$ cat config.mk
export PLATFORM = sky130hd
export DESIGN_NAME = sacn_ram
export DESIGN_NICKNAME = d
export VERILOG_FILES = /design/src/hw/rtl/sacn_ram.sv
export SDC_FILE = /design/constraint.sdc
export NUM_CORES = 2
export LEC_CHECK = 0
export ABC_AREA = 1
export BUFFER_PORTS_ARGS = -buffer_cell sky130_fd_sc_hd__buf_4
export CAP_MARGIN = 5
export CORE_AREA = 2 2 411 413
export CTS_BUF_LIST = sky130_fd_sc_hd__clkbuf_2 sky130_fd_sc_hd__clkbuf_4 sky130_fd_sc_hd__clkbuf_8
export DETAILED_ROUTE_END_ITERATION = 8
export DIE_AREA = 0 0 413 415
export GPL_ROUTABILITY_DRIVEN = 1
export PLACE_DENSITY = 0.62
export SETUP_SLACK_MARGIN = 0.4
export SLEW_MARGIN = 20
export SYNTH_ARGS = -nofsm -noshare
export SYNTH_HDL_FRONTEND = slang
export SYNTH_SLANG_ARGS = --single-unit
$ cat constraint.sdc
create_clock -name clk -period 13.54 [get_ports clk]
set_input_delay 1.354 -clock clk [delete_from_list [all_inputs] [get_ports clk]]
set_output_delay 1.354 -clock clk [all_outputs]
set_load 0.05 [all_outputs]
$ cat src/hw/rtl/sacn_ram.sv
// Generic single-write, single-read RAM with registered read data.
// No dependencies; used for the tag store and the per-set NRU/valid rows.
`timescale 1ns / 1ps
`default_nettype none

module sacn_ram #(
	parameter int WIDTH = 32,
	parameter int DEPTH = 64
) (
	input  wire logic                                   clk,
	input  wire logic                                   wr_en,
	input  wire logic [(DEPTH > 1 ? $clog2(DEPTH) : 1)-1:0] wr_addr,
	input  wire logic [WIDTH-1:0]                       wr_data,
	input  wire logic                                   rd_en,
	input  wire logic [(DEPTH > 1 ? $clog2(DEPTH) : 1)-1:0] rd_addr,
	output logic      [WIDTH-1:0]                       rd_data
);

	logic [WIDTH-1:0] mem_q [DEPTH];

	always_ff @(posedge clk) begin
		if (wr_en) begin
			mem_q[wr_addr] <= wr_data;
		end
		if (rd_en) begin
			rd_data <= mem_q[rd_addr];
		end
	end

endmodule

`default_nettype wire

=== Yosys cells after proc, flatten, opt, wreduce, memory -nomap -nowiden ===
Memory sizes are Yosys's and may differ from the RTL's. A register that Yosys moved wholly into a read port is not among the register bits.
Cells that the tools add are included.

* Flip-flop bits (word level): 0
* Latch bits: 0
* Memory bits (writable): 2048
* Memory bits (read-only): 0
* Input port bits: 47
* Memories: 1

* Add/subtract/negate cells: 0
* $mul: 0
* Divide/modulo/power cells: 0
* Order comparisons: 0
* Equality and inequality tests: 0
* Shifts and indexed selects: 0
* Muxes and demuxes: 2
* Bitwise operators: 0
* Reduce and logical (&&, ||, !) cells: 0

{| class="wikitable"
|+ Memory list
! name !! depth !! bits a word !! read ports !! clocked after memory_dff !! wr ports !! line !! text
|-
| mem_q || 64 || 32 || 1 || 1 || 1 || 19 || <nowiki>logic [WIDTH-1:0] mem_q [DEPTH];</nowiki>
|}

{| class="wikitable"
|+ Operator list
! operator !! number
|-
| $mux 1 || 2
|}

=== Longest topological paths before layout ===
* Depth after elaboration: 2
* Gate-level depth with buffers: 13

=== Worst setup path before layout ===
No wires, ideal clock.

* Path type: in2reg
* From: in wr_en
* To: mem mem_q[48][0], enable pin
* Library setup time: 0.502 ns
* Arrival: 4.982 ns
* Required time: 13.038 ns
* Slack: 8.056 ns
* Cell stages on the path: 3
* Path buffers: 1
* Path through: clkbuf_1 > nand4_1 > nor4_1

* Word-level cells in the longest chain between the ends: 2

{| class="wikitable"
|+ Ends and longest elaborated chain
! what !! line !! text
|-
| start, declared || 11 || <nowiki>input wire logic wr_en,</nowiki>
|-
| $mux 1 || 22 || <nowiki>if (wr_en) begin</nowiki>
|-
| $mux 1 (not written as such) || 23 || <nowiki>mem_q[wr_addr] <= wr_data;</nowiki>
|-
| end, declared || 19 ||
|}

No other way between the ends.

==> results.json <==
{
  "synth-simple-area-share_pct": 22.03,
  "synth_sequential_area_ratio_pct": 75.20,
  "slew_headroom_pct": 24.58,
  "powerDensity_nw_per_um2": 143.4,
  "post-dp-hpwl_um": 124400,
  "yosysUniqueCellTypes": 15,
  "clk_latency_ps": 1060,
  "synth-seq-cells": 2080,
  "globalplace.congestion": 0.8422,
  "yosys_warnings": 0,
  "grt_pass1_wl_um": 359000,
  "fmax_mhz": 230.8,
  "cp-start-kind": "input port",
  "whs_ps": 882.4,
  "rsz0062_at_grt": "false",
  "grt_overflow": 0,
  "cts_max_path_buffers": 4,
  "drtIter0Drc": 7234,
  "status": "finished clean",
  "swShare_pct": 23.65,
  "maxSlewViolCount": 0,
  "cts.clk_slew.worst_paths_ps": 60,
  "combinationalPowerShare_pct": 6.6,
  "track_usage_pct": 28.88,
  "synth_xor_area_share_pct": 0,
  "synthCells": 6769,
  "setup_viol": 0,
  "syn2layout_area_growth_pct": 10.54,
  "drv_cap": 0,
  "path_class": "input port to flip-flop",
  "antenna_left": 0,
  "synth-compound-area-share_pct": 0,
  "fin_skew_ps": 62.94,
  "synth_area_per_cell_um2": 12.27,
  "p_sw_mw": 3.115,
  "dieArea_um2": 171400,
  "row_count": 150,
  "die_w_um": 413,
  "antenna_found_initial": 27,
  "dr_total_vias": 54860,
  "nFillCells": 13750,
  "initial_core_util_pct": 49.84,
  "finalCriticalPeriod_ps": 4333,
  "tritoncts": "yes",
  "io_pins": 79,
  "post_cts_buffers": 0,
  "nets": 6905,
  "syn-num-nets": 6816,
  "cts_repair_resize_count": 0,
  "fin_crit_sh_pct": 32.00,
  "synthTopCellsByArea": "edfxtp_1 (75%), nand3_1 (11%), nand2_1 (10%)",
  "synth_top_area_share_pct": 75.20,
  "io_buffers": 78,
  "p_int_mw": 10.05,
  "fp.dieH_um": 415,
  "postCtsHoldBufs": 0,
  "cts_root_buf": "clkbuf_8",
  "yosys.area_share.adder_pct": 0,
  "hp-class": "input port to flip-flop",
  "drc": 0,
  "worst_pin_slew_ps": 1131,
  "grt_max_degree": 236,
  "p_leak_nw": 32.22,
  "crit_fanout": 112,
  "seqPwrFrac_pct": 54.5,
  "clock_power_share_pct": 38.9,
  "wl_per_cell_um": 26.86,
  "synth_top_family_by_area": "simple AND/OR/NAND/NOR gates",
  "drt-total-wl_um": 249500,
  "yosys-mux-area-fraction_pct": 0,
  "firstDrtPassIters": 8,
  "crit_arrival_ps": 5130,
  "cp-end-kind": "flip-flop",
  "viasPerCell": 5.905,
  "critical_path_required_ps": 14330,
  "yosys.area.top_type": "edfxtp_1",
  "hold_violations": 0,
  "htree_num_levels": 5,
  "ir_worst_vdd_mv": 0.06565,
  "numCtsBuffers": 341,
  "layout-drive-gt1-share_pct": 10.70,
  "grt_pass1_vias": 51600,
  "coreArea_um2": 166700,
  "finalSetupTns_ps": 0,
  "syn-cell-area_um2": 83060,
  "cts.sinks": 2080
}
## registers in the layout (all words and copies together), names as in the netlist
| signal | flops |
|---|---|
| mem_q | 2048 |
| rd_data | 32 |
## path summary, 6_finish.rpt
check,end,slack [ps],from,depth (start not counted)
worst min-delay path,mem_q[32][10],880,wr_data[10],1
worst min register to register,rd_data[26],900,mem_q[40][26],8
worst max-delay path,rd_data[18],9210,rd_addr[1],11
worst max register to register,rd_data[2],11590,mem_q[32][2],8
## cell usage in the layout, fill, tap and decap left out
cell	Yosys	layout
nand2_1	2248	2248
edfxtp_1	2080	2080
nand3_1	1907	1907
clkbuf_8	0	349
buf_4	45	184
clkbuf_4	0	109
clkinv_1	0	69
nor2_4	0	56
clkinv_2	0	26
diode_2	0	10
nand4_1	9	9
nor4_2	0	8
buf_12	0	7
inv_1	9	6
inv_6	0	3
clkinvlp_4	0	3
bufinv_16	0	3
buf_8	2	3
inv_8	0	2
inv_2	2	2
inv_16	0	1
buf_6	3	1
## per-layer routing
layer  part of all wire (%)  vias to the layer above  global-route usage, %  wire length (um)
met3                     12                      514                  7.639             28760
li1                       -                    24320                      -                 -
met1                     39                    27040                  40.36             98260
met4                    3.7                       18                  10.69              9202
met2                     45                     2973                  43.59            113200
met5                  0.050                        -                      0               126
## cell type report
cell class	count	area, um2	area share [%]
inverter	12	81.33	0.08858
tap	2204	2758	3.004
sequential	2080	62460	68.03
clock inverter	103	519.2	0.5656
antenna	10	25.02	0.02726
timing repair buffer	195	1578	1.718
multi-input combinational	4228	18770	20.44
clock buffer	458	5622	6.123
## metrics by stage
step | total power, mW | area [um2] | util (%) | std cells | worst slack, ps
detailed placement | 8.161 | 85650 | 51.39 | 8719 | 8316
global route | 13.56 | 91790 | 55.08 | 9281 | 9181
floorplan | 7.760 | 83060 | - | 6769 | 8056
finish | 13.17 | 91810 | 55.09 | 9290 | 9207
CTS | 13.21 | 91790 | 55.07 | 9280 | 9442
global placement | 8.152 | 85650 | 51.39 | 8719 | 8296
## worst max-delay path: stages
cell and delay, ps:
buf_8 180, inv_8 660, buf_4 650, buf_4 780
nand3_1 150, nand3_1 130, nand3_1 90, nand3_1 510
nand2_1 110, nand2_1 90, nand2_1 70
## Yosys cell counts
library cell  instances
buf_1                40
buf_2               282
buf_4                45
buf_6                 3
buf_8                 2
clkbuf_1             77
edfxtp_1           2080
inv_1                 9
inv_2                 2
inv_4                 1
nand2_1            2248
nand3_1            1907
nand4_1               9
nor2_1               56
nor4_1                8
## logic make-up after synthesis
kind of cell / count (synthesis)
and+or+nand+nor: 4228
DFF: 2080
buffers and inverters: 461
## power groups by stage
stage	Sequential, mW	Clock [mW]	Combinational (mW)
after global routing	7.17	5.46	0.925
after CTS	7.17	5.18	0.855
final	7.18	5.13	0.864
after detailed placement	7.31	0	0.853
after floorplan	7.32	0	0.438
after global placement	7.31	0	0.845
(Power assumes the default switching activity.)
