[config.mk]
export PLATFORM = sky130hd
export DESIGN_NAME = sacn_addr_split
export DESIGN_NICKNAME = d
export VERILOG_FILES = /design/src/hw/rtl/sacn_pkg.sv /design/src/hw/rtl/sacn_addr_split.sv
export SDC_FILE = /design/constraint.sdc
export NUM_CORES = 1
export LEC_CHECK = 0
export ABC_AREA = 1
export BUFFER_PORTS_ARGS = -buffer_cell sky130_fd_sc_hd__clkbuf_2
export CAP_MARGIN = 10
export CORE_ASPECT_RATIO = 0.5
export CORE_MARGIN = 10
export CORE_UTILIZATION = 61
export DETAILED_ROUTE_END_ITERATION = 6
export GPL_ROUTABILITY_DRIVEN = 1
export PLACE_DENSITY_LB_ADDON = 0.12
export SLEW_MARGIN = 20
export SYNTH_ARGS = -nofsm -noshare
export SYNTH_HDL_FRONTEND = slang
export SYNTH_SLANG_ARGS = --single-unit
export TNS_END_PERCENT = 5
[constraint.sdc]
create_clock -name vclk -period 7.3
set_clock_uncertainty 0.2 [all_clocks]
set_input_delay 1.095 -clock vclk [all_inputs]
set_output_delay 1.095 -clock vclk [all_outputs]
set_load 0.03 [all_outputs]
[src/hw/rtl/sacn_pkg.sv]
// Shared types and constants for the set-associative NRU cache unit.
// No dependencies; imported by every module of the block except sacn_ram.
`timescale 1ns / 1ps
`default_nettype none

package sacn_pkg;

	localparam int ADDR_W    = 32;
	localparam int TAG_W     = 32;
	localparam int OFFSET_W  = 5;
	localparam int INDEX_W   = 3;
	localparam int WAYS_W    = 4;
	localparam int CIDX_W    = 2;
	localparam int CDATA_W   = 5;
	localparam int OUT_WAY_W = 3;
	localparam int CNT_W     = 32;

	localparam logic [OFFSET_W-1:0] OFFSET_RST = 5'd2;
	localparam logic [INDEX_W-1:0]  INDEX_RST  = 3'd6;
	localparam logic [WAYS_W-1:0]   WAYS_RST   = 4'd8;

	typedef enum logic [CIDX_W-1:0] {
		REG_OFFSET_BITS = 2'd0,
		REG_INDEX_BITS  = 2'd1,
		REG_WAYS_IN_USE = 2'd2
	} cfg_reg_t;

	typedef struct packed {
		logic [OFFSET_W-1:0] offset_bits;
		logic [INDEX_W-1:0]  index_bits;
		logic [WAYS_W-1:0]   ways_in_use;
	} cfg_t;

	typedef enum logic [3:0] {
		ST_CLEAR = 4'b0001,
		ST_IDLE  = 4'b0010,
		ST_LOOK  = 4'b0100,
		ST_WRITE = 4'b1000
	} state_t;

endpackage

`default_nettype wire

[src/hw/rtl/sacn_addr_split.sv]
// Splits an access address into set index and tag under the current config.
// Depends on sacn_pkg for the config struct and field widths.
`timescale 1ns / 1ps
`default_nettype none

module sacn_addr_split
	import sacn_pkg::*;
#(
	parameter int MAX_SETS  = 64,
	parameter int ADDR_BITS = 32
) (
	input  wire logic [ADDR_W-1:0]                          address,
	input  wire cfg_t                                       cfg,
	output logic      [(MAX_SETS > 1 ? $clog2(MAX_SETS) : 1)-1:0] set_idx,
	output logic      [TAG_W-1:0]                           tag
);

	localparam int SET_W   = MAX_SETS > 1 ? $clog2(MAX_SETS) : 1;
	localparam int IDX_MAX = $clog2(MAX_SETS + 1) - 1;
	localparam logic [ADDR_W-1:0] ADDR_MASK = (ADDR_BITS >= ADDR_W) ? '1 :
		ADDR_W'((64'd1 << ADDR_BITS) - 64'd1);

	logic [ADDR_W-1:0]  addr_m;
	logic [INDEX_W-1:0] idx_eff;
	logic [ADDR_W-1:0]  shifted;
	logic [ADDR_W-1:0]  set_mask;
	logic [5:0]         tag_shift;

	always_comb begin
		addr_m = address & ADDR_MASK;
		// the index field cannot address more sets than exist; extra bits go to the tag
		if (int'(cfg.index_bits) > IDX_MAX) begin
			idx_eff = INDEX_W'(IDX_MAX);
		end else begin
			idx_eff = cfg.index_bits;
		end
		shifted   = addr_m >> cfg.offset_bits;
		set_mask  = (ADDR_W'(1) << idx_eff) - ADDR_W'(1);
		set_idx   = SET_W'(shifted & set_mask);
		tag_shift = 6'(cfg.offset_bits) + 6'(idx_eff);
		if (tag_shift >= 6'(ADDR_W)) begin
			tag = '0;
		end else begin
			tag = TAG_W'(addr_m >> tag_shift);
		end
	end

endmodule

`default_nettype wire

# --- Yosys cells after proc, flatten, opt, wreduce, memory -nomap -nowiden ---
# Index checks and enable logic that the tools add are counted.
word_totals:
  register_bits: 0
  out_inout_bits: 38
  inputBits: 44
  word_cells: 10
classes:
  bitwise: 1
  n_addsub: 2
  order_cmp: 2
  muxes: 2
  shift: 3
op_table:
  columns: ["op", "n"]
  rows:
  - ["32-bit 2-to-1 mux", 1]
  - ["32-bit by 5-bit right shift with 6-bit output", 1]
  - ["32-bit by 6-bit right shift with 32-bit output", 1]
  - ["5-bit by 3-bit adder with 6-bit output", 1]
  - ["6-bit bitwise AND", 1]
  - ["6-bit greater-or-equal comparator (second input constant)", 1]
  - ["1-bit by 3-bit << shifter with 6-bit output (first input constant)", 1]
  - ["6-bit by 2-bit subtractor with 6-bit output (second input constant)", 1]
  - ["3-bit greater-than comparator (second input constant)", 1]
  - ["3-bit 2-to-1 mux", 1]

# --- Depth between registers and ports, before layout ---
depth:
  ltp_word: 5
  depth_mapped: 18
  depth_no_buf: 18

# --- Worst setup path after synthesis ---
# No wires, ideal clock.
synth_timing:
  kind: "input to output"
  start: "input cfg[8] (netlist name)"
  end: "output tag[14]"
  arrival_time_ns: 3.331
  n_path_buf: 3
  required_time_ns: 6.005
  path_stages: 11
  slack_ns: 2.674
  path_cell_list: "buf_2 > clkinv_1 > buf_2 > fa_1 > clkinv_1 > clkbuf_1 > nand3_1 > nand3_1 > nand3_1 > nand2_1 > a21oi_1"
synth_between:
  elab_chain_cells: 3
  word_cells_on_any_way: 4
  classes_between: "add/sub: 1; order compare: 1; shift: 1; mux: 1"
synth_rtl:
  columns: ["item", "line", "text"]
  rows:
  - ["from (decl)", "sacn_addr_split.sv:13", "input wire cfg_t cfg,"]
  - ["5-bit by 3-bit adder with 6-bit output *", "sacn_addr_split.sv:40", "tag_shift = 6'(cfg.offset_bits) + 6'(idx_eff);"]
  - ["32-bit by 6-bit right shift with 32-bit output / 6-bit greater-or-equal comparator (equally long branches)", "sacn_addr_split.sv:44, sacn_addr_split.sv:41", null]
  - ["32-bit 2-to-1 mux *", "sacn_addr_split.sv:41", "if (tag_shift >= 6'(ADDR_W)) begin"]
  - ["to (decl)", "sacn_addr_split.sv:15", "output logic [TAG_W-1:0] tag"]
# Every way passes the cells marked *; elsewhere a longest branch is shown, timed or not.

# --- Worst setup path after layout ---
layout_timing:
  start: "input cfg[8] (netlist name)"
  end: "output tag[1]"
# The elaborated chain is that of the path after synthesis.

==> out/results.ini <==
[drt]
drc_errors=0
dr_total_vias=4767
postRouteAntennaNets=0
via_per_inst=5.84
drt_pre_antenna_iters=6
routed_wl_um=11700
drt-initial-drc-count=732
routedWlPerCell_um=14.3

[critical_path]
crit_path_start=cfg[8]
startpoint_type=input port
crit_slowest_cell=fa_1
critical_path_buf_inv_count=7
endpoint=tag[1]
path_class=in -> out
worstSetupEndpointType=output pin
crit_family=buffers and inverters
cp_common_cell=nand2_1
crit_fanout=34
worstPathArrival_ns=4.08
required_ns=6.00
cp_cell_sequence=clkbuf_2 > clkinv_1 > buf_4 > fa_1 > buf_4 > clkinv_1 > buf_4 > o21ai_0 > nand2_1 > nand2_1 > nand2_1 > nand3_1 > nand2_1 > clkbuf_2
max_stage_delay_ns=0.52
cp.depth=14

[yosys]
synth_cell_types=26
ys_seq_area_share_pct=0
syn_area_um2=3110
syn_avg_cell_area_um2=4.41
yosys_warnings=0
synth_cells=704
synth_nets=752

[clocking]
post_cts_resize_count=0
cts_setup_buffers=0
holdBufCountCts=0

[run_status]
status=finished, final reports clean

[timing]
slew_violations=0
whs_ns=2.43
relSlewSlack_pct=39.0
fin_tns_setup_ns=0
finalSetupViolCount=0
finalHoldViolCount=0
worst_pin_slew_ns=0.914
fmax_ghz=0.186
grt_setup_unrepaired=no
fin_crit_sh_pct=73.7
setup_ws_ns=1.92
period_minus_slack_ns=5.38

[global_routing]
grt_pass1_wl_um=19500
grt_max_degree=35
grt-ovfl-total=0
grtUsageTotal_pct=26.1
grt_pass1_vias=4080
antenna_found_initial=0

[power_and_ir_drop]
power_mw=0.515
switching_share_pct=71.4
vdd_drop_max_uv=112
comb_power_share_pct=100.0
switching_power_mw=0.368
cellLeakagePower_nw=2.07
seqPwrFrac_pct=0
power_frac_clock_pct=0
intPower_mw=0.147
p_per_area_nw_per_um2=150

[flow_run]
maxCapViolCount=0

[floorplan]
die_width_um=121
die_h_um=70.5
num_io_pins=82
initial_core_util_pct=63.0
die_area_um2=8520
core_um2=4930
fp-row-count=18

[cells_and_area]
syn_to_final_growth_pct=10.8
multiInputGateArea_um2=2780
final_cell_mix=316 x nand2_1, 219 x nand3_1, 78 x clkbuf_2
stdcell_area_um2=3440
fin_cells=816
nNetsFinal=796
fin_util_pct=69.8
clockBufferCount=0
drive_above_1_share_pct=12.9
final_common_cell=nand2_1
nFillCells=550
seq_cells=0
diodes=0
seq_area_um2=0

[placement]
gp_congestion=0.997
dp_cells=816
dp_hpwl_um=9140
io_buffers=78
preCtsSetupSlack_ns=2.04
dpl_cell_area_um2=3440

[hold_path]
min_path_type=in -> out

==> synthesized netlist by cell type (all sizes together) <==
master,instances,area share (%)
a21oi,19,3.1
a31oi,1,0.20
buf,30,5.0
clkbuf,12,1.5
clkinv,3,0.36
fa,1,0.64
ha,3,1.2
inv,34,4.1
nand2,320,39
nand3,219,35
nand3b,1,0.24
nor2,44,6.3
o211ai,1,0.24
o21ai,14,2.3
xnor2,1,0.28
xor2,1,0.28
==> cell type report <==
class | instances | area share (%)
Timing Repair Buffer | 84 | 12.6
Multi-Input combinational cell | 625 | 80.8
Inverter | 37 | 4.03
Tap cell | 70 | 2.54
==> tightest hold or removal path: cells and delay by family <==
family / cells / cell delay, ns
simple gates: 2 / 0.13
buf+inv: 2 / 0.31
==> layer usage <==
layer	GRT usage (%)	wire [µm]
met2	39.4	4850
met1	37.9	5030
met4	1.60	25
met3	5.21	1790
met5	0	0
==> worst min-delay path by stage <==
stage               startpoint         end  slack (ns)  depth (start not counted)
floorplan               cfg[6]  set_idx[3]        2.15                          2
global placement        cfg[6]  set_idx[3]        2.41                          4
detailed placement      cfg[6]  set_idx[3]        2.42                          4
CTS                     cfg[6]  set_idx[3]        2.42                          4
global route            cfg[6]  set_idx[3]        2.45                          4
finish                  cfg[6]  set_idx[3]        2.43                          4
==> power groups by stage <==
stage | clock network [mW] | registers [mW] | logic, mW
floorplan | 0 | 0 | 0.383
global placement | 0 | 0 | 0.498
detailed placement | 0 | 0 | 0.503
CTS | 0 | 0 | 0.504
global route | 0 | 0 | 0.572
finish | 0 | 0 | 0.515
==> cell families (layout without fill, tap and decap cells) <==
kind of cell               count (synthesis)  count (layout)  share of synthesized area [%]
xor gates and xnor gates                   2               2                          0.564
AOI/OAI and AO/OA                         35              35                           5.76
buffers and inverters                     79             121                           11.0
adders and majority gates                  4               4                           1.85
and+or+nand+nor                          584             584                           80.8
No activity file was read; power rests on OpenSTA's default activity.
