<file path="config.mk">
export PLATFORM = sky130hd
export DESIGN_NAME = sacn_nru_sel
export DESIGN_NICKNAME = d
export VERILOG_FILES = /design/src/hw/rtl/sacn_pkg.sv /design/src/hw/rtl/sacn_nru_sel.sv
export SDC_FILE = /design/constraint.sdc
export NUM_CORES = 1
export LEC_CHECK = 0
export ABC_AREA = 1
export ABC_CLOCK_PERIOD_IN_PS = 2100
export BUFFER_PORTS_ARGS = -buffer_cell sky130_fd_sc_hd__buf_2
export CORE_AREA = 2 2 39 41
export DETAILED_ROUTE_END_ITERATION = 10
export DIE_AREA = 0 0 41 43
export MAX_ROUTING_LAYER = met4
export PLACE_DENSITY = 0.74
export SLEW_MARGIN = 30
export SYNTH_ARGS = -nofsm -noshare
export SYNTH_HDL_FRONTEND = slang
export SYNTH_SLANG_ARGS = --single-unit
</file>
<file path="constraint.sdc">
create_clock -name vclk -period 2.1
set_clock_uncertainty 0.05 [all_clocks]
set_input_delay 0.105 -clock vclk [all_inputs]
set_output_delay 0.105 -clock vclk [all_outputs]
set_load 0.01 [all_outputs]
</file>
<file path="src/hw/rtl/sacn_pkg.sv">
// Shared types and constants for the set-associative NRU cache unit.
// No dependencies; imported by every module of the block except sacn_ram.
`timescale 1ns / 1ps
`default_nettype none

package sacn_pkg;

	localparam int ADDR_W    = 32;
	localparam int TAG_W     = 32;
	localparam int OFFSET_W  = 5;
	localparam int INDEX_W   = 3;
	localparam int WAYS_W    = 4;
	localparam int CIDX_W    = 2;
	localparam int CDATA_W   = 5;
	localparam int OUT_WAY_W = 3;
	localparam int CNT_W     = 32;

	localparam logic [OFFSET_W-1:0] OFFSET_RST = 5'd2;
	localparam logic [INDEX_W-1:0]  INDEX_RST  = 3'd6;
	localparam logic [WAYS_W-1:0]   WAYS_RST   = 4'd8;

	typedef enum logic [CIDX_W-1:0] {
		REG_OFFSET_BITS = 2'd0,
		REG_INDEX_BITS  = 2'd1,
		REG_WAYS_IN_USE = 2'd2
	} cfg_reg_t;

	typedef struct packed {
		logic [OFFSET_W-1:0] offset_bits;
		logic [INDEX_W-1:0]  index_bits;
		logic [WAYS_W-1:0]   ways_in_use;
	} cfg_t;

	typedef enum logic [3:0] {
		ST_CLEAR = 4'b0001,
		ST_IDLE  = 4'b0010,
		ST_LOOK  = 4'b0100,
		ST_WRITE = 4'b1000
	} state_t;

endpackage

`default_nettype wire

</file>
<file path="src/hw/rtl/sacn_nru_sel.sv">
// Picks the way used by an access and the updated NRU row of its set.
// Depends on sacn_pkg for the width of the reported way.
`timescale 1ns / 1ps
`default_nettype none

module sacn_nru_sel
	import sacn_pkg::*;
#(
	parameter int MAX_WAYS = 8
) (
	input  wire logic [MAX_WAYS-1:0]                          nru_row,
	input  wire logic [$clog2(MAX_WAYS + 1)-1:0]              ways,
	input  wire logic                                         hit,
	input  wire logic [(MAX_WAYS > 1 ? $clog2(MAX_WAYS) : 1)-1:0] hit_way,
	output logic      [(MAX_WAYS > 1 ? $clog2(MAX_WAYS) : 1)-1:0] way_used,
	output logic      [OUT_WAY_W-1:0]                         way_out,
	output logic      [MAX_WAYS-1:0]                          nru_next
);

	localparam int WAY_W = MAX_WAYS > 1 ? $clog2(MAX_WAYS) : 1;

	logic             found;
	logic [WAY_W-1:0] victim;

	always_comb begin
		found  = 1'b0;
		victim = '0;
		// scan from the top so the lowest marked way wins
		for (int i = MAX_WAYS - 1; i >= 0; i--) begin
			if (i < int'(ways) && nru_row[i]) begin
				found  = 1'b1;
				victim = WAY_W'(i);
			end
		end
		way_used = hit ? hit_way : victim;
		way_out  = OUT_WAY_W'(way_used);
		nru_next = nru_row;
		// no candidate: re-arm every in-use way, then fill way 0
		if (!hit && !found) begin
			for (int i = 0; i < MAX_WAYS; i++) begin
				if (i < int'(ways)) begin
					nru_next[i] = 1'b1;
				end
			end
		end
		nru_next[way_used] = 1'b0;
	end

endmodule

`default_nettype wire

</file>
Yosys cells after proc, flatten, opt, wreduce, memory -nomap -nowiden --
Cells that the tools add are included. Widths: inputs -> output; s select.
Word-level totals: output and inout port bits 14, bits in registers 0, logic and storage cells 52, input port bits 16
Operators by class: magnitude comparators 10, mux-type cells 28, reduce and logical (&&, ||, !) cells 12, bitwise gates (word level) 2
Operators by type and width (number):
- $mux 3 | 9
- $mux 1 | 17
- $lt 3x4->1 const A | 4
- $logic_and 1x1->1 | 10
- $and 8x8->8 | 1
- $lt 1x4->1 const A | 2
- $lt 2x4->1 const A | 2
- $mux 8 | 1
- $not 8->8 | 1
- $lt 3x4->1 const B | 1
- $demux 1 s3 | 1
- $ge 3x1->1 const B | 1
- $logic_not 1->1 | 2

Logic depth before layout (Yosys ltp) --
depth in word-level cells 17, gate-level depth with buffers 12, depth with buffers taken out 12

Least setup slack after synthesis --
Ideal clock, no wire load.
kind input-to-output, start point input ways[3], end point output nru_next[0], stages 9, arrival 1.074 ns, path buffers 0, data required time 1.945 ns, setup slack 0.871 ns, cells stage by stage nor2_4 nand2_1 nand2_2 nand3_4 nor2_8 nand2_2 nand2_4 nor2_1 a21oi_1
Between the ends: word-level cells in the longest chain between the ends 17, elaborated cells on any way between the ends 44, those cells by class 10 x order compare; 21 x mux; 2 x bitwise; 11 x reduce/logical
RTL lines:
- from (decl) | line sacn_nru_sel.sv:12 | input wire logic [$clog2(MAX_WAYS + 1)-1:0] ways,
- $lt 3x4->1 | line sacn_nru_sel.sv:30 | if (i < int'(ways) && nru_row[i]) begin
- $logic_and 1x1->1 | line sacn_nru_sel.sv:30
- $mux 3 (7 in a row) | line sacn_nru_sel.sv:30
- $mux 3 * | line sacn_nru_sel.sv:30
- $mux 3 * | line sacn_nru_sel.sv:35 | way_used = hit ? hit_way : victim;
- via way_out[2] | line sacn_nru_sel.sv:16 | output logic [OUT_WAY_W-1:0] way_out,
- $lt 3x4->1 (not written as such) / $ge 3x1->1 (equally long branches) | line sacn_nru_sel.sv:46 | nru_next[way_used] = 1'b0;
- $logic_and 1x1->1 (not written as such) | line sacn_nru_sel.sv:46
- $mux 1 (not written as such) | line sacn_nru_sel.sv:46
- $demux 1 s3 * | line sacn_nru_sel.sv:46
- $not 8->8 (no line) *
- $and 8x8->8 (no line) *
- to (decl) | line sacn_nru_sel.sv:17 | output logic [MAX_WAYS-1:0] nru_next
The timed path passes the listed nets; every way through them passes the cells marked *.

Worst setup path after layout --
start point input ways[3], end point output nru_next[4]
Between the ends: word-level cells in the longest chain between the ends 17, elaborated cells on any way between the ends 44, those cells by class 10 x order compare; 21 x mux; 2 x bitwise; 11 x reduce/logical
RTL lines (line):
- $lt 3x4->1 | sacn_nru_sel.sv:30
- $logic_and 1x1->1 | sacn_nru_sel.sv:30
- $mux 3 (8 in a row) | sacn_nru_sel.sv:30
- $mux 3 | sacn_nru_sel.sv:35
- $lt 3x4->1 (not written as such) / $ge 3x1->1 (equally long branches) | sacn_nru_sel.sv:46
- $logic_and 1x1->1 (not written as such) | sacn_nru_sel.sv:46
- $mux 1 (not written as such) | sacn_nru_sel.sv:46
- $demux 1 s3 | sacn_nru_sel.sv:46
- $not 8->8 (no line)
- $and 8x8->8 (no line) *
Every way passes the cells marked *; elsewhere a longest branch is shown, timed or not.

==> impl_metrics.ini <==
[routing]
avgViaCountPerCell = 4.44
wl_mm = 1.28
dr.pass1.iters = 4
antenna_left = 0
num_vias = 617
drt_iter0_drc = 9
routedWlPerCell_um = 9.19
drc = 0

[die]
io_pins = 30
die_x_um = 41
die_h_um = 43
core_area_um2 = 1380
die_area_um2 = 1760
initial_core_util = 0.419
num_rows = 14

[worst_hold_path]
holdCritPathClass = in -> out
hold_end = way_out[2]
hp-start = hit_way[2]
hold_depth = 4

[power]
p_comb_frac = 1.000
pwr-share-seq = 0
cellPowerDensity_nw_per_um2 = 229
ir_drop_v = 0.0000818
p_sw_uw = 101
leakagePower_uw = 0.000478
power_switching_share = 0.605
p_int_uw = 65.8
pwr-share-clk = 0

[timing]
period_minus_slack_ns = 1.53
max_freq_mhz = 655
post-route-period-util = 0.727
hold_viol = 0
setup_viol = 0
slew_violations = 0
rsz0062_at_grt = false
relSlewSlack = 0.882
finalSetupTns_ns = 0
worstMarginPinSlew_ns = 0.177

[critical_path]
cp_top_family = simple AND/OR/NAND/NOR gates
cp_num_buf_inv = 3
worstPathCellList = buf_2 > nor2_4 > nand2_1 > nand2_2 > nand3_4 > nor2_8 > nand2_2 > nand2_4 > inv_4 > nor2_2 > a21oi_1 > buf_2
critical_path.max_stage_delay_ns = 0.18
critPathRequiredTime_ns = 1.95
crit_arrival_ns = 1.37
endpoint_kind = output pin
crit_fanout = 5
crit_type = in -> out
cp_slowest_cell = nor2_4
cp-start-kind = input port

[grt]
grt_max_degree = 8
grt_pass1_wl_mm = 2.06
antenna_found_initial = 0
grt_pass1_vias = 508
grt-ovfl-total = 0
grt_use_total = 0.166

[placement]
finalWeightedCongestion = 0.882
placement.io_buffers = 30
hpwlAfterDp_mm = 1.17
dp_cells = 139

[cells_and_area]
clkbuf_count = 0
synthToLayoutAreaGrowth_pct = 25.5
fin_cells = 139
design.seq.count = 0
nNetsFinal = 141
diodes = 0
regArea_um2 = 0
drive_gt1_frac = 0.569

[cts]
ctsHoldBuffers = 0
post_cts_buffers = 0
post_cts_resized = 0

[synth]
synth_cells = 96
yosys_warnings = 0
synth-seq-area-share = 0
synthesis.nets = 112
postSynthAreaPerCell_um2 = 6.03
synthDistinctLibCells = 22
syn_area_um2 = 579

[status]
status = complete, no violations

[job]
cap_violations = 0
-- worst max path at each step --
stage / from / endpoint / cells past startpoint
global route: ways[3] / nru_next[7] / 12
floorplan: ways[3] / nru_next[0] / 9
finish: ways[3] / nru_next[4] / 12
detailed placement: ways[3] / nru_next[7] / 12
CTS: ways[3] / nru_next[7] / 12
global placement: ways[3] / nru_next[5] / 11
-- cell families after synthesis --
logic type             Yosys count  synth area share
AND/OR/NAND/NOR                 59             0.620
buffers and inverters           24             0.179
AO/OA/AOI/OAI                   13             0.201
-- through the flow --
stage	utilization	hold slack [ns]	instance area [um^2]	power, uW	worst slack, ns
6_report	0.525	0.566	727	166	0.573
5_1_grt	0.525	0.594	727	186	0.401
4_1_cts	0.525	0.574	727	168	0.555
3_5_place_dp	0.525	0.570	727	168	0.554
3_3_place_gp	0.525	0.560	727	166	0.574
2_1_floorplan	-	0.323	579	120	0.871
-- cell usage in the layout (no fill, tap or decap) --
cell type / instances
buf_2: 30
nand2_1: 21
inv_1: 16
nand2_2: 12
nor2_1: 7
nor2_2: 6
nand2_4: 5
o21bai_2: 5
inv_2: 4
a21oi_1: 3
nand3_2: 2
nand3_1: 2
nor2_4: 1
nand3_4: 1
nand4_1: 1
nor2_8: 1
o21ai_1: 1
inv_4: 1
a21oi_4: 1
o21bai_1: 1
a31o_2: 1
a21boi_1: 1
-- cells in the mapped netlist --
cell type | n | area (um^2)
o21ai_1 | 1 | 5.00
inv_4 | 1 | 6.26
nand3_1 | 2 | 10.0
nor2_4 | 1 | 11.3
inv_2 | 4 | 15.0
a21oi_1 | 3 | 15.0
a31o_2 | 1 | 8.76
a21oi_4 | 1 | 16.3
nor2_2 | 6 | 37.5
o21bai_1 | 1 | 7.51
buf_4 | 3 | 22.5
nand3_2 | 2 | 20.0
nor2_8 | 1 | 20.0
a21boi_1 | 1 | 7.51
inv_1 | 16 | 60.1
nand2_2 | 12 | 75.1
nand4_1 | 1 | 6.26
nand2_1 | 21 | 78.8
o21bai_2 | 5 | 56.3
nand2_4 | 5 | 56.3
nand3_4 | 1 | 17.5
nor2_1 | 7 | 26.3
-- area by class of cell --
cell class	count	area (um^2)
tap	16	20.0
timing repair buffer	30	150
fill	136	657
multi-input combinational	72	475
inverter	21	81.3
-- per-layer routing --
metal	wire [um]	GRT usage	share of wire	vias to the layer above
met2	646	0.288	0.51	12
met5	0	-	0	-
met1	577	0.222	0.45	264
met4	0	0	0	0
met3	52	0	0.041	0
li1	-	-	-	341
-- power by group through the flow --
stage	logic [uW]	registers [uW]	clock network, uW
3_3_place_gp	166	0	0
5_1_grt	186	0	0
4_1_cts	168	0	0
6_report	166	0	0
2_1_floorplan	120	0	0
3_5_place_dp	168	0	0
No activity file was read; power rests on OpenSTA's default activity.
